$ cat src/hdl/dba_pkg.sv
`default_nettype none

package dba_pkg;

   localparam int QUEUE_DEPTH    = 64;
   localparam int CMD_FIFO_DEPTH = 4;
   localparam int PROB_BITS      = 8;
   localparam int CODE_BITS      = 12;
   localparam int PROB_MAX       = 128;

   localparam logic [CODE_BITS-1:0] FULL_RANGE = {CODE_BITS{1'b1}};

   localparam logic [1:0] CMD_START  = 2'd0;
   localparam logic [1:0] CMD_PUSH   = 2'd1;
   localparam logic [1:0] CMD_DECODE = 2'd2;
   localparam logic [1:0] CMD_NONE   = 2'd3;

   typedef enum logic [1:0] {
      KIND_START,
      KIND_PUSH,
      KIND_DECODE,
      KIND_NONE
   } dba_kind_type;

   typedef struct packed {
      dba_kind_type         kind;
      logic                 code_bit;
      logic [PROB_BITS-1:0] prob;
   } dba_item_type;

   typedef struct packed {
      logic [6:0] queued_bits;
      logic       overflow;
      logic       underflow;
      logic       decoded_bit;
   } dba_result_type;

endpackage

`default_nettype wire

$ cat src/hdl/dst_binary_arith_decoder.sv
// Start, push and no-op transactions go from the idle state to the output state; a decode
// goes through the compare and renormalisation states (n doublings, 0..12) to the output state.
// One transaction is worked at a time; the output state waits while a response is not taken, and the
// renormalisation loop takes one bit from the bit queue memory per cycle while bits remain.
// A 4-entry command queue accepts transactions while the decoder works.
// Reset is synchronous, active high: range 4095, code, bit queue and command queue empty.
`default_nettype none

module dst_binary_arith_decoder #(
   parameter int QUEUE_DEPTH = dba_pkg::QUEUE_DEPTH
) (
   input  wire logic        clock,
   input  wire logic        reset,
   input  wire logic        req_tvalid,
   output logic             req_tready,
   input  wire logic [1:0]  req_tuser,   // [1:0] cmd
   input  wire logic [15:0] req_tdata,   // [0] code_bit, [8:1] probability, [15:9] zero
   output logic             rsp_tvalid,
   input  wire logic        rsp_tready,
   output logic [15:0]      rsp_tdata    // [0] decoded_bit, [1] underflow, [2] overflow,
                                         // [9:3] queued_bits, [15:10] zero
);

   logic                    item_valid;
   logic                    item_pop;
   dba_pkg::dba_item_type   item;
   dba_pkg::dba_result_type rsp_result;

   dba_front u_front (
      .clock      (clock),
      .reset      (reset),
      .req_tvalid (req_tvalid),
      .req_tready (req_tready),
      .req_tuser  (req_tuser),
      .req_tdata  (req_tdata),
      .item_valid (item_valid),
      .item       (item),
      .item_pop   (item_pop)
   );

   dba_back #(
      .QueueDepth (QUEUE_DEPTH)
   ) u_back (
      .clock      (clock),
      .reset      (reset),
      .item_valid (item_valid),
      .item       (item),
      .item_pop   (item_pop),
      .rsp_valid  (rsp_tvalid),
      .rsp_result (rsp_result),
      .rsp_ready  (rsp_tready)
   );

   assign rsp_tdata = {6'd0, rsp_result};

endmodule

`default_nettype wire

$ cat src/hdl/dba_front.sv
`default_nettype none

module dba_front (
   input  wire logic                clock,
   input  wire logic                reset,
   input  wire logic                req_tvalid,
   output logic                     req_tready,
   input  wire logic [1:0]          req_tuser,   // cmd
   input  wire logic [15:0]         req_tdata,   // code_bit, probability
   output logic                     item_valid,
   output dba_pkg::dba_item_type    item,
   input  wire logic                item_pop
);

   localparam int Depth = dba_pkg::CMD_FIFO_DEPTH;
   localparam int AW    = $clog2(Depth);
   localparam int CW    = $clog2(Depth + 1);

   dba_pkg::dba_item_type slot_ff [Depth];
   logic [AW-1:0]         wr_ptr_ff, wr_ptr_in;
   logic [AW-1:0]         rd_ptr_ff, rd_ptr_in;
   logic [CW-1:0]         count_ff, count_in;

   dba_pkg::dba_item_type classified;
   logic [7:0]            prob_raw;
   logic                  push, pop;

   always_comb begin
      prob_raw = req_tdata[8:1];
      case (req_tuser)
         dba_pkg::CMD_START:  classified.kind = dba_pkg::KIND_START;
         dba_pkg::CMD_PUSH:   classified.kind = dba_pkg::KIND_PUSH;
         dba_pkg::CMD_DECODE: classified.kind = dba_pkg::KIND_DECODE;
         default:             classified.kind = dba_pkg::KIND_NONE;
      endcase
      classified.code_bit = req_tdata[0];
      // probability clamped to 1..128
      if (prob_raw == 8'd0) begin
         classified.prob = 8'd1;
      end else if (prob_raw > 8'(dba_pkg::PROB_MAX)) begin
         classified.prob = 8'(dba_pkg::PROB_MAX);
      end else begin
         classified.prob = prob_raw;
      end
   end

   assign req_tready = (count_ff < CW'(Depth));
   assign item_valid = (count_ff != '0);
   assign item       = slot_ff[rd_ptr_ff];
   assign push       = req_tvalid && req_tready;
   assign pop        = item_pop && item_valid;

   always_comb begin
      wr_ptr_in = wr_ptr_ff;
      rd_ptr_in = rd_ptr_ff;
      count_in  = count_ff;
      if (push) begin
         wr_ptr_in = (wr_ptr_ff == AW'(Depth - 1)) ? '0 : wr_ptr_ff + 1'b1;
      end
      if (pop) begin
         rd_ptr_in = (rd_ptr_ff == AW'(Depth - 1)) ? '0 : rd_ptr_ff + 1'b1;
      end
      if (push && !pop) begin
         count_in = count_ff + 1'b1;
      end else if (pop && !push) begin
         count_in = count_ff - 1'b1;
      end
   end

   always_ff @(posedge clock) begin
      if (reset) begin
         wr_ptr_ff <= '0;
         rd_ptr_ff <= '0;
         count_ff  <= '0;
      end else begin
         wr_ptr_ff <= wr_ptr_in;
         rd_ptr_ff <= rd_ptr_in;
         count_ff  <= count_in;
      end
   end

   always_ff @(posedge clock) begin
      if (push) begin
         slot_ff[wr_ptr_ff] <= classified;
      end
   end

endmodule

`default_nettype wire

$ cat src/hdl/dba_back.sv
`default_nettype none

module dba_back #(
   parameter int QueueDepth = dba_pkg::QUEUE_DEPTH
) (
   input  wire logic                  clock,
   input  wire logic                  reset,
   input  wire logic                  item_valid,
   input  wire dba_pkg::dba_item_type item,
   output logic                       item_pop,
   output logic                       rsp_valid,
   output dba_pkg::dba_result_type    rsp_result,
   input  wire logic                  rsp_ready
);

   localparam int AW = $clog2(QueueDepth);
   localparam int CW = $clog2(QueueDepth + 1);
   localparam int TB = dba_pkg::CODE_BITS;

   typedef enum logic [1:0] {
      ST_IDLE,
      ST_CMP,
      ST_RENORM,
      ST_OUT
   } state_type;

   state_type               state_ff, state_in;
   logic [TB-1:0]           range_ff, range_in;
   logic [TB-1:0]           code_ff, code_in;
   logic                    skip_ff, skip_in;
   logic [3:0]              preload_ff, preload_in;
   logic [AW-1:0]           head_ff, head_in;
   logic [AW-1:0]           tail_ff, tail_in;
   logic [CW-1:0]           count_ff, count_in;
   logic [TB-1:0]           part_ff, part_in;
   logic [3:0]              renorm_ff, renorm_in;
   logic                    decoded_ff, decoded_in;
   logic                    under_ff, under_in;
   logic                    over_ff, over_in;
   logic                    rsp_valid_ff, rsp_valid_in;
   dba_pkg::dba_result_type rsp_result_ff, rsp_result_in;

   logic                    bit_mem [QueueDepth];
   logic                    rd_bit_ff;
   logic                    wr_en;

   logic [3:0]              scaled;
   logic [TB-1:0]           thr;
   logic                    pop_bit;

   always_comb begin
      state_in      = state_ff;
      range_in      = range_ff;
      code_in       = code_ff;
      skip_in       = skip_ff;
      preload_in    = preload_ff;
      head_in       = head_ff;
      tail_in       = tail_ff;
      count_in      = count_ff;
      part_in       = part_ff;
      renorm_in     = renorm_ff;
      decoded_in    = decoded_ff;
      under_in      = under_ff;
      over_in       = over_ff;
      rsp_valid_in  = rsp_valid_ff;
      rsp_result_in = rsp_result_ff;
      item_pop      = 1'b0;
      wr_en         = 1'b0;
      pop_bit       = 1'b0;

      scaled = range_ff[TB-1:dba_pkg::PROB_BITS] | {3'b000, range_ff[dba_pkg::PROB_BITS-1]};
      thr    = (part_ff <= range_ff) ? range_ff - part_ff : '0;

      if (rsp_valid_ff && rsp_ready) begin
         rsp_valid_in = 1'b0;
      end

      case (state_ff)
         ST_IDLE: begin
            if (item_valid) begin
               item_pop   = 1'b1;
               decoded_in = 1'b0;
               under_in   = 1'b0;
               over_in    = 1'b0;
               state_in   = ST_OUT;
               case (item.kind)
                  dba_pkg::KIND_START: begin
                     range_in   = dba_pkg::FULL_RANGE;
                     code_in    = '0;
                     head_in    = '0;
                     tail_in    = '0;
                     count_in   = '0;
                     skip_in    = 1'b1;
                     preload_in = 4'(TB);
                  end
                  dba_pkg::KIND_PUSH: begin
                     if (skip_ff) begin
                        skip_in = 1'b0;
                     end else if (preload_ff != 4'd0) begin
                        code_in    = {code_ff[TB-2:0], item.code_bit};
                        preload_in = preload_ff - 4'd1;
                     end else if (count_ff < CW'(QueueDepth)) begin
                        wr_en    = 1'b1;
                        tail_in  = (tail_ff == AW'(QueueDepth - 1)) ? '0 : tail_ff + 1'b1;
                        count_in = count_ff + 1'b1;
                     end else begin
                        over_in = 1'b1;
                     end
                  end
                  dba_pkg::KIND_DECODE: begin
                     // unfinished preload: remaining code bits taken as zeros
                     if (skip_ff || preload_ff != 4'd0) begin
                        code_in    = code_ff << preload_ff;
                        skip_in    = 1'b0;
                        preload_in = 4'd0;
                        under_in   = 1'b1;
                     end
                     part_in  = {8'd0, scaled} * {4'd0, item.prob};
                     state_in = ST_CMP;
                  end
                  default: begin
                  end
               endcase
            end
         end
         ST_CMP: begin
            if (code_ff >= thr) begin
               decoded_in = 1'b0;
               code_in    = code_ff - thr;
               range_in   = part_ff;
            end else begin
               decoded_in = 1'b1;
               range_in   = thr;
            end
            renorm_in = 4'd0;
            state_in  = ST_RENORM;
         end
         ST_RENORM: begin
            if (renorm_ff < 4'(TB) && !range_ff[TB-1]) begin
               if (count_ff != '0) begin
                  pop_bit  = rd_bit_ff;
                  head_in  = (head_ff == AW'(QueueDepth - 1)) ? '0 : head_ff + 1'b1;
                  count_in = count_ff - 1'b1;
               end else begin
                  under_in = 1'b1;
               end
               range_in  = {range_ff[TB-2:0], 1'b0};
               code_in   = {code_ff[TB-2:0], pop_bit};
               renorm_in = renorm_ff + 4'd1;
            end else begin
               state_in = ST_OUT;
            end
         end
         ST_OUT: begin
            if (!rsp_valid_ff || rsp_ready) begin
               rsp_valid_in              = 1'b1;
               rsp_result_in.decoded_bit = decoded_ff;
               rsp_result_in.underflow   = under_ff;
               rsp_result_in.overflow    = over_ff;
               rsp_result_in.queued_bits = 7'(count_ff);
               state_in                  = ST_IDLE;
            end
         end
         default: begin
            state_in = ST_IDLE;
         end
      endcase
   end

   always_ff @(posedge clock) begin
      if (reset) begin
         state_ff     <= ST_IDLE;
         range_ff     <= dba_pkg::FULL_RANGE;
         code_ff      <= '0;
         skip_ff      <= 1'b0;
         preload_ff   <= 4'd0;
         head_ff      <= '0;
         tail_ff      <= '0;
         count_ff     <= '0;
         rsp_valid_ff <= 1'b0;
      end else begin
         state_ff     <= state_in;
         range_ff     <= range_in;
         code_ff      <= code_in;
         skip_ff      <= skip_in;
         preload_ff   <= preload_in;
         head_ff      <= head_in;
         tail_ff      <= tail_in;
         count_ff     <= count_in;
         rsp_valid_ff <= rsp_valid_in;
      end
      part_ff       <= part_in;
      renorm_ff     <= renorm_in;
      decoded_ff    <= decoded_in;
      under_ff      <= under_in;
      over_ff       <= over_in;
      rsp_result_ff <= rsp_result_in;
   end

   // rd_bit_ff always holds the entry at the head; a write to that entry is forwarded
   always_ff @(posedge clock) begin
      if (wr_en) begin
         bit_mem[tail_ff] <= item.code_bit;
      end
      if (wr_en && tail_ff == head_in) begin
         rd_bit_ff <= item.code_bit;
      end else begin
         rd_bit_ff <= bit_mem[head_in];
      end
   end

   assign rsp_valid  = rsp_valid_ff;
   assign rsp_result = rsp_result_ff;

endmodule

`default_nettype wire
$ cat config.mk
export PLATFORM = sky130hd
export DESIGN_NAME = dst_binary_arith_decoder
export DESIGN_NICKNAME = d
export VERILOG_FILES = /design/src/hdl/dba_pkg.sv /design/src/hdl/dst_binary_arith_decoder.sv /design/src/hdl/dba_front.sv /design/src/hdl/dba_back.sv
export SDC_FILE = /design/constraint.sdc
export NUM_CORES = 1
export LEC_CHECK = 0
export ABC_AREA = 1
export BUFFER_PORTS_ARGS = -buffer_cell sky130_fd_sc_hd__buf_4
export CORE_AREA = 4 4 210 212
export CTS_CLUSTER_DIAMETER = 60
export DETAILED_ROUTE_END_ITERATION = 12
export DIE_AREA = 0 0 214 216
export MAX_ROUTING_LAYER = met4
export PLACE_DENSITY_LB_ADDON = 0.05
export SLEW_MARGIN = 10
export SYNTH_ARGS = -nofsm -noshare
export SYNTH_HDL_FRONTEND = slang
export SYNTH_HIERARCHICAL = 1
export SYNTH_SLANG_ARGS = --single-unit
$ cat constraint.sdc
create_clock -name clock -period 4.9 [get_ports clock]
set_input_delay 0.735 -clock clock [delete_from_list [all_inputs] [get_ports clock]]
set_output_delay 0.735 -clock clock [all_outputs]
set_load 0.005 [all_outputs]
# Word level (Yosys, flattened, before mapping)
# Memory sizes are Yosys's and may differ from the RTL's. A register that Yosys moved wholly into a read port is not among the register bits.
# Cells that the tools add are included.
# totals
out_inout_bits,18
reg_bits,87
word_cells,197
in_bits,22
rom_bits,0
mem_count,2
mem_bits_rw,108
latch_bits,0
# mem_list
memory,depth,word_bits,read_ports,rd_clocked_by_memory_dff,write_ports,line,rtl
u_back.bit_mem,64,1,1,1,1,dba_back.sv:43,logic bit_mem [QueueDepth];
u_front.slot_ff,4,11,1,1,1,dba_front.sv:19,dba_pkg::dba_item_type slot_ff [Depth];
# classes
n_bitwise,2
reduce_logical,40
multipliers,1
n_eq_ne,31
muxes,81
n_lt_le_gt_ge,6
shifts,1
n_div,0
addsub,12
# ops
cell,n
$mux 12,11
$pmux 12 s3,3
$mux 6,9
$mux 7,6
$pmux 7 s2,2
$mux 1,25
$pmux 6 s2,2
$sub 12x12->12,2
$mux 2,8
$mux 4,4
$mux 8,2
$reduce_and 8->1,2
$ne 2x1->1 const B,7
$add 6x1->6 const B,2
$eq 2x2->1 const B,6
$eq 6x6->1 const B,2
$ge 12x12->1,1
$le 12x12->1,1
$mul 4x8->12,1
$ne 2x2->1 const B,6
$pmux 4 s3,1
$reduce_and 4->1,3
$reduce_and 6->1,2
$shl 12x4->12,1
35 further kinds,65

# Longest topological paths before layout
# Gate-level depths: netlist (run 1).
# logic_depth
ltp_word,9
depth_mapped,24
depth_no_buf,24

# Modules after synthesis
# The synthesis (run 1) kept the hierarchy.
# by_module_without_submodules
mod,area_per_inst_um2,cells_each,n_inst,seq_area_each_um2
dba_back,9831.9,1274,1,3933.8
dba_front,2218.4,199,1,1501.4
dst_binary_arith_decoder,48.8,7,1,0.0

# Worst setup path before layout (run 1)
# OpenSTA, ideal clock, no wires.
# synth_timing
path_kind,reg2reg
from,register (tool-made name)
to,"register u_back.part_ff[10], data pin"
arrival_time_ns,3.267
stages_incl_launch_ff,16
required_ns,4.642
setup_slack_ns,1.376
n_path_buf,1
setup_time_ns,0.258
period_less_slack_ns,3.524
path_cell_list,dfxtp_1 -> buf_4 -> o21ai_1 -> o22ai_1 -> nand2_1 -> fa_1 -> fa_1 -> inv_1 -> fa_1 -> nand3_1 -> nand2_1 -> a21o_1 -> a21oi_1 -> o21ai_0 -> a21oi_1 -> xnor2_1
# synth_lines
item,line,rtl
end signal: assignment,dba_back.sv:192,part_ff <= part_in;
end: declaration,dba_back.sv:35,"logic [TB-1:0] part_ff, part_in;"

==> results of run 1 <==
-- metal layers --
layer / up-vias / part of all wire / track usage / routed length [um]
li1: 5032 / - / - / -
met1: 4692 / 0.50 / 0.204 / 17200
met2: 94 / 0.46 / 0.241 / 15800
met3: 44 / 0.029 / 0.0205 / 995
met4: 0 / 0.018 / 0.0335 / 622
met5: - / 0 / - / 0
-- layout make-up --
cell class | instances | area [um2]
inverter | 166 | 623
fill | 4443 | 28100
sequential | 203 | 5440
timing repair buffer | 48 | 360
clock buffer | 33 | 782
tap | 539 | 674
clock inverter | 23 | 234
multi-input combinational | 1060 | 5790
-- through the flow --
step / utilization / area, um2
detailed placement: 0.307 / 12900
CTS: 0.331 / 13900
global placement: 0.307 / 12900
finish: 0.331 / 13900
global route: 0.331 / 13900
floorplan: - / 12100
-- kinds of logic (layout without fill, tap and decap cells) --
family / after synthesis / count (layout) / synth area share
compound gates: 283 / 283 / 0.132
xor+xnor: 23 / 23 / 0.0166
simple gates: 669 / 669 / 0.236
mux: 3 / 3 / 0.00248
buf+inv: 222 / 270 / 0.0752
other cells: 1 / 6 / 0.000310
fa+ha+maj: 76 / 76 / 0.0879
flops: 203 / 203 / 0.449
-- cell usage in the layout, fill, tap and decap left out, types with 21 or more instances in the layout --
master	n
dfxtp_1	66
o22ai_1	21
o21ai_0	87
inv_1	157
buf_4	48
edfxtp_1	137
nand2_1	317
nand3_1	105
ha_1	61
a21oi_1	98
nor2_1	188
clkbuf_16	30
o21ai_1	28
-- synthesized netlist by cell type, types with 7 or more instances --
library cell / instances / share of area
nand2_1: 317 / 0.098
nor2_1: 188 / 0.058
inv_1: 157 / 0.049
edfxtp_1: 137 / 0.34
nand3_1: 105 / 0.043
a21oi_1: 98 / 0.041
o21ai_0: 87 / 0.036
dfxtp_1: 66 / 0.11
ha_1: 61 / 0.063
o21ai_1: 28 / 0.012
clkbuf_1: 24 / 0.0074
o22ai_1: 22 / 0.011
xor2_1: 17 / 0.012
fa_1: 15 / 0.025
buf_2: 13 / 0.0054
buf_4: 12 / 0.0074
nor3_1: 12 / 0.0050
nand2_2: 9 / 0.0047
inv_2: 7 / 0.0022
nand4_1: 7 / 0.0036
o211ai_1: 7 / 0.0043
or2_2: 7 / 0.0036
-- worst max-delay path, delay by kind of cell (launching register included) --
family | cells | cell delay (ps)
compound gates | 5 | 1030
buf+inv | 2 | 500
xor+xnor | 1 | 90
fa+ha+maj | 3 | 1520
simple gates | 4 | 390
flops | 1 | 510
-- sequential cells by signal (all words and copies together), names as in the netlist, named ones only --
name,count
u_back/bit_mem,64
u_back/code_ff,12
u_back/count_ff,7
u_back/decoded_ff,1
u_back/head_ff,6
u_back/over_ff,1
u_back/part_ff,12
u_back/preload_ff,4
u_back/range_ff,12
u_back/renorm_ff,4
u_back/rsp_result,10
u_back/rsp_valid,1
u_back/skip_ff,1
u_back/state_ff,2
u_back/tail_ff,6
u_back/under_ff,1
u_front/count_ff,3
u_front/rd_ptr_ff,2
u_front/slot_ff,44
u_front/wr_ptr_ff,2
-- worst max path at each step --
stage	slack, ps	cells past startpoint	endpoint
after floorplan	1380	15	u_back/part_ff[10]
after global placement	600	14	u_back/part_ff[9]
after detailed placement	550	15	u_back/part_ff[10]
after CTS	470	15	u_back/part_ff[10]
after global routing	180	15	u_back/part_ff[10]
final	570	15	u_back/part_ff[10]
==> results.toml, run 1 <==
[outcome]
status = "finished clean"

[synth]
ys_seq_area_frac = 0.449
synth-edff-count = 137
ys.flop_type = "edfxtp_1"
async_flop_share = 0
ys_warn_count = 6
syn_area_per_cell_um2 = 8.18
syn_inst = 1480
synth_seq_cells = 203
syn_area_um2 = 12100
ys_types = 54

[drt]
detail_route.first_pass.iterations = 4
wl_um = 34700
vias = 9862
drc = 0
drt-initial-drc-count = 501
routed_via_density = 4.76
postRouteAntennaNets = 0
wl_per_cell_um = 16.7

[min_path]
hp-class = "input port to register"
hold_path_depth = 1
holdPathEnd = "u_front/slot_ff[2][9]"
min_from = "req_tuser[0]"

[die]
ios = 40
die_area_um2 = 46200
core_area_um2 = 41900
fp.dieW_um = 214
die_y_um = 216
initial_core_util = 0.288
fp-row-count = 75

[clock_network]
insertion_delay_ps = 580
cts_sinks = 203
h-tree-depth = 1
clkTransAtPathRegs_ps = 60
cts_tree = "yes"
cts_resized = 0
cts_setup_buffers = 0
hold_buffers = 0
cts_buffer_depth = 3
root_buffer = "clkbuf_16"
cts_inserted_buffers = 30

[timing]
whs_ps = 359
layout_min_cycle_time_ps = 4330
slew_headroom = 0.252
fin_ws_ps = 569
fin_skew_ps = 40.1
finalMaxSlewViolations = 0
finalCritPeriodShare = 0.884
hold_viol = 0
fmax_mhz = 231
tns_ps = 0
worstMarginPinSlew_ps = 1120
rsz0062_at_grt = "false"
setup-violations-final = 0

[worst_setup_path]
required_ps = 5190
crit_arrival_ps = 4620
start_kind = "register"
end_kind = "register"
crit_path_frequent_cell = "fa_1"
critPathKind = "register to register"
path_max_fanout = 22
r2r_end = "u_back/part_ff[10]"
reg2reg_depth = 15
reg2reg_slack_ps = 570
crit_chain = "inv_2, nor2_1, o22ai_1, nand2_1, fa_1, fa_1, inv_1, fa_1, nand3_1, nand2_1, a21o_1, a21oi_1, o21ai_0, a21oi_1, xnor2_1"
max_stage_delay_ps = 550
worst_path_max_delay_cell = "fa_1"

[layout]
final_layout_size_suffix_gt1_frac = 0.0972
final_nets = 1607
insertedDiodeCount = 0
layout.cells.non_filler = 2072
area_delta_synth_final_pct = 14.8

[global_routing]
grt_pass1_vias = 9599
grt_overflow = 0
antenna_found_initial = 0
grt_pass1_wl_um = 54800
grt_max_degree = 66
track_usage = 0.150

[placed_design]
io_buffers = 26
place_congestion = 0.780
hpwl_um = 24100
post-place-ws_ps = 552
dp_cells = 2016

[job]
cap_violations = 0
Power of run 1 is left out: the tool's default activity adds up to more than one toggle a clock period on the data nets, which glitch-free logic cannot reach.
==> run 2: changes to the inputs <==
--- a/config.mk
+++ b/config.mk
@@ -5,12 +5,11 @@
 export SDC_FILE = /design/constraint.sdc
 export NUM_CORES = 1
 export LEC_CHECK = 0
-export ABC_AREA = 1
 export BUFFER_PORTS_ARGS = -buffer_cell sky130_fd_sc_hd__buf_4
-export CORE_AREA = 4 4 210 212
+export CORE_AREA = 4 4 209 211
 export CTS_CLUSTER_DIAMETER = 60
 export DETAILED_ROUTE_END_ITERATION = 12
-export DIE_AREA = 0 0 214 216
+export DIE_AREA = 0 0 213 215
 export MAX_ROUTING_LAYER = met4
 export PLACE_DENSITY_LB_ADDON = 0.05
 export SLEW_MARGIN = 10
==> results.toml, run 2 <==
[synth]
async_flop_share = 0
ys_warn_count = 6
yosysMostFrequentCell = "nor2_1"
ys_seq_area_frac = 0.454
synth_area_leaders = "edfxtp_1, dfxtp_1, ha_1"
syn_inst = 1155
ys.flop_type = "edfxtp_1"
yosysTopAreaCell = "edfxtp_1"
synth_top_area_share = 0.344
syn_area_per_cell_um2 = 10.4
synth-edff-count = 137
ys_types = 84
yosys-top-cells-count = "nor2_1, edfxtp_1, nand2_1"
syn_area_um2 = 12000
synth_seq_cells = 203

[global_routing]
grt_overflow = 0
grt_pass1_vias = 8519
grt_pass1_wl_um = 49100
track_usage = 0.138
antenna_found_initial = 0
grt_max_degree = 66

[timing]
layout_min_cycle_time_ps = 4490
finalMaxSlewViolations = 0
slew_headroom = 0.288
fin_skew_ps = 21.0
whs_ps = 360
fmax_mhz = 223
worstMarginPinSlew_ps = 1070
hold_viol = 0
tns_ps = 0
finalCritPeriodShare = 0.917
setup-violations-final = 0
rsz0062_at_grt = "false"

[pwr]
p_leak_nw = 4.90
seqPwrFrac = 0.235
switching_share = 0.435
internal-power_mw = 6.23
ir_worst_vdd_v = 0.000346
powerDensity_nw_per_um2 = 803
p_switching_mw = 4.79
combinationalPowerShare = 0.561
clkPwrFrac = 0.204

[min_path]
hp-class = "input port to register"
hold_path_depth = 1

[drt]
postRouteAntennaNets = 0
vias = 8595
wl_per_cell_um = 17.9
routed_via_density = 4.95
drt-initial-drc-count = 535
drc = 0
detail_route.first_pass.iterations = 5
wl_um = 31100

[die]
core_area_um2 = 41800
die_area_um2 = 45800
ios = 40
fp-row-count = 75
die_y_um = 215
initial_core_util = 0.287
fp.dieW_um = 213

[placed_design]
place_congestion = 0.758
io_buffers = 26
hpwl_um = 22400

[worst_setup_path]
path_max_fanout = 12
critPathKind = "register to register"
reg2reg_depth = 17
worst_path_max_delay_cell = "o31ai_1"
crit_chain = "inv_1, ha_1, fa_1, nor2b_1, o21ai_0, a21oi_1, o31a_2, o311ai_0, ha_1, nand2_1, o21ai_0, o31ai_1, and2_1, o21ai_0, buf_4, or3_1, a31oi_1"
path_buf_inv = 2
worstSetupPathDepth = 17
reg2reg_slack_ps = 410
max_stage_delay_ps = 440
end_kind = "register"
start_kind = "register"
crit_arrival_ps = 4980
cp_top_family = "compound AO/OA/AOI/OAI gates"
required_ps = 5390
crit_path_frequent_cell = "o21ai_0"

[layout]
final_layout_size_suffix_gt1_frac = 0.108
reg.largest.list = "u_back/bit_mem (64), u_front/slot_ff (44)"
fillers = 4233
fin_util = 0.329
final_common_cell = "nor2_1"
final_cell_mix = "nor2_1, edfxtp_1, nand2_1, a21oi_1, dfxtp_1"
area_delta_synth_final_pct = 14.7
largest_register = "u_back/bit_mem"
largest_reg_flops = 64
insertedDiodeCount = 0
final_nets = 1271

[clock_network]
clkTransAtPathRegs_ps = 60
cts_resized = 0
cts_setup_buffers = 0
cts_inserted_buffers = 30
h-tree-depth = 1
cts_sinks = 203
hold_buffers = 0
cts_buffer_depth = 3
cts_tree = "yes"
insertion_delay_ps = 580
root_buffer = "clkbuf_16"

[job]
cap_violations = 0

[outcome]
status = "finished clean"
==> run 2: cell count changes after synthesis, sizes merged, moves of 14 or more <==
cell    delta
nor2      -37
mux4      +28
mux2i     +18
nor2b     +34
clkbuf    +14
nand3     -82
nand2    -231
a31oi     +15
a211oi    +14
o21ai     -56
a21oi     -34
and2      +17
or3       +14
inv      -100
==> run 2: worst paths after layout <==
check / start / to
min reg2reg: u_back/over_ff / u_back/rsp_result[2]
max: u_back/range_ff[0] / u_back/range_ff[7]
max reg2reg: u_back/range_ff[0] / u_back/range_ff[7]
min: req_tuser[1] / u_front/slot_ff[3][10]
==> run 2: final cells by class <==
type / instances / area [um2] / area share
Sequential cell: 203 / 5440 / 0.396
Clock buffer: 33 / 762 / 0.0555
Tap cell: 539 / 674 / 0.0491
Multi-Input combinational cell: 826 / 5970 / 0.435
Clock inverter: 23 / 290 / 0.0211
Inverter: 66 / 248 / 0.0180
Timing Repair Buffer: 46 / 345 / 0.0252
==> run 2: per-layer routing <==
layer | vias up | wire length [um] | track usage
met1 | 4171 | 15100 | 0.191
met2 | 98 | 14400 | 0.215
met5 | - | 0 | -
met4 | 0 | 603 | 0.0352
li1 | 4282 | - | -
met3 | 44 | 900 | 0.0191
==> run 2: worst register-to-register path, cell delays in order (launching register included) <==
cell	delay [ps]
dfxtp_1	340
inv_1	60
ha_1	220
fa_1	420
nor2b_1	120
o21ai_0	160
a21oi_1	370
o31a_2	300
o311ai_0	310
ha_1	430
nand2_1	90
o21ai_0	100
o31ai_1	440
and2_1	230
o21ai_0	90
buf_4	200
or3_1	340
a31oi_1	180
==> run 2: metrics by stage <==
| stage | area (um2) | power [mW] | cells | setup WS (ps) |
|---|---|---|---|---|
| after floorplan | 12000 | 7.28 | 1160 | 948 |
| after global placement | 12700 | 8.90 | 1680 | 348 |
| after detailed placement | 12700 | 8.88 | 1680 | 324 |
| after CTS | 13700 | 11.2 | 1736 | 298 |
| after global routing | 13700 | 12.1 | 1736 | 1.97 |
| final | 13700 | 11.0 | 1736 | 408 |
==> run 2: cells by family after synthesis <==
family	count (synthesis)	share of synthesized area
XOR/XNOR	25	0.0183
adder cells (fa/ha/maj)	76	0.0889
AND/OR/NAND/NOR	402	0.158
other	1	0.000313
multiplexers	55	0.0831
flip-flops	203	0.454
AO/OA/AOI/OAI	262	0.148
buffers and inverters	131	0.0492
==> run 2: power groups by stage <==
stage	clock network (mW)	registers (mW)	logic, mW
floorplan	0	2.50	4.78
global placement	0	2.63	6.26
detailed placement	0	2.63	6.25
CTS	2.34	2.59	6.29
global route	2.41	2.63	7.05
finish	2.25	2.59	6.18
(Power assumes the default switching activity.)
==> run 3: changes to the inputs <==
--- a/config.mk
+++ b/config.mk
@@ -5,11 +5,12 @@
 export SDC_FILE = /design/constraint.sdc
 export NUM_CORES = 1
 export LEC_CHECK = 0
+export ABC_AREA = 1
 export BUFFER_PORTS_ARGS = -buffer_cell sky130_fd_sc_hd__buf_4
-export CORE_AREA = 4 4 209 211
+export CORE_AREA = 2 2 208 210
 export CTS_CLUSTER_DIAMETER = 60
 export DETAILED_ROUTE_END_ITERATION = 12
-export DIE_AREA = 0 0 213 215
+export DIE_AREA = 0 0 210 212
 export MAX_ROUTING_LAYER = met4
 export PLACE_DENSITY_LB_ADDON = 0.05
 export SLEW_MARGIN = 10
==> results.toml, run 3 (synthesis results as in run 1) <==
[timing]
fmax_mhz = 242
fin_skew_ps = 11.7
worstMarginPinSlew_ps = 1160
finalCritPeriodShare = 0.842
tns_ps = 0
rsz0062_at_grt = "false"
slew_headroom = 0.221
fin_ws_ps = 772
setup-violations-final = 0
hold_viol = 0
layout_min_cycle_time_ps = 4130
finalMaxSlewViolations = 0

[worst_setup_path]
crit_chain = "buf_4, o21ai_0, o22ai_1, nand2_1, fa_1, inv_1, fa_1, ha_1, a21oi_1, nand2_1, a21o_1, a21oi_1, o21ai_0, a21oi_1, xnor2_1"
path_max_fanout = 18
max_stage_delay_ps = 520
critPathKind = "register to register"
path_buf_inv = 2
crit_path_frequent_cell = "a21oi_1"
crit_arrival_ps = 4420
worst_path_max_delay_cell = "fa_1"
cp_top_family = "adder cells"
reg2reg_depth = 15
reg2reg_slack_ps = 770
required_ps = 5190
r2r_end = "u_back/part_ff[10]"
start_kind = "register"
end_kind = "register"

[die]
ios = 40
fp.dieW_um = 210
fp-row-count = 76
die_area_um2 = 44500
die_y_um = 212
initial_core_util = 0.285
core_area_um2 = 42500

[clock_network]
h-tree-depth = 1
clkTransAtPathRegs_ps = 50
cts_resized = 0
cts_setup_buffers = 0
cts_buffer_depth = 3
root_buffer = "clkbuf_16"
cts_inserted_buffers = 29
cts_tree = "yes"
cts_sinks = 203
insertion_delay_ps = 550
hold_buffers = 0

[job]
cap_violations = 0

[global_routing]
antenna_found_initial = 0
grt_pass1_wl_um = 55200
track_usage = 0.162
grt_max_degree = 44
grt_pass1_vias = 9820
grt_overflow = 0

[placed_design]
post-place-ws_ps = 721
hpwl_um = 23900
io_buffers = 26
place_area_um2 = 12900
place_congestion = 0.803

[drt]
wl_per_cell_um = 16.6
detail_route.first_pass.iterations = 5
routed_via_density = 4.72
wl_um = 34500
drt-initial-drc-count = 584
vias = 9789
postRouteAntennaNets = 0
drc = 0

[layout]
stdcell_area_um2 = 13800
final_layout_size_suffix_gt1_frac = 0.0930
final_cell_mix = "nand2_1, nor2_1, inv_1, edfxtp_1, nand3_1"
final_nets = 1603
reg.largest.list = "u_back/bit_mem (64), u_front/slot_ff (44)"
largest_reg_flops = 64
area_delta_synth_final_pct = 14.1
insertedDiodeCount = 0
largest_register = "u_back/bit_mem"
final_common_cell = "nand2_1"

[min_path]
hold_path_depth = 1
min_from = "req_tuser[1]"
hp-class = "input port to register"
holdPathEnd = "u_front/slot_ff[3][10]"

[outcome]
status = "finished clean"
-- run 3: metal layers --
metal	vias to the layer above	wire, um	global-route usage
met5	-	0	-
met4	0	459	0.0323
met3	36	1080	0.0204
met2	109	16000	0.266
met1	4637	16900	0.216
li1	5007	-	-
-- run 3: how the worst max path moves through the flow --
| stage | startpoint | slack, ps | cells past startpoint | endpoint |
|---|---|---|---|---|
| floorplan | register | 1380 | 15 | u_back/part_ff[10] |
| global placement | register | 750 | 14 | u_back/part_ff[9] |
| detailed placement | register | 720 | 15 | u_back/part_ff[10] |
| CTS | register | 700 | 15 | u_back/part_ff[10] |
| global route | register | 430 | 15 | u_back/part_ff[10] |
| finish | register | 770 | 15 | u_back/part_ff[10] |
-- run 3: final cells by class --
cell class / instances / area, um2
fillers: 4524 / 28700
multi-input cells: 1060 / 5790
flip-flops and latches: 203 / 5440
clock buffers: 39 / 812
well taps: 546 / 683
inverters: 166 / 623
repair buffers: 45 / 338
clock inverters: 14 / 121
-- run 3: worst register-to-register path: stages (launching register included) --
cell	delay (ps)
dfxtp_1	440
buf_4	280
o21ai_0	130
o22ai_1	450
nand2_1	150
fa_1	520
inv_1	60
fa_1	480
ha_1	380
a21oi_1	160
nand2_1	100
a21o_1	170
a21oi_1	190
o21ai_0	110
a21oi_1	160
xnor2_1	90
-- run 3: through the flow --
step / std cells / utilization / hold WS (ps)
floorplan: 1485 / - / 400
global placement: 2020 / 0.303 / 409
detailed placement: 2020 / 0.303 / 415
CTS: 2073 / 0.325 / 350
global route: 2073 / 0.325 / 355
finish: 2073 / 0.325 / 384
Power of run 3 is left out for the same reason.
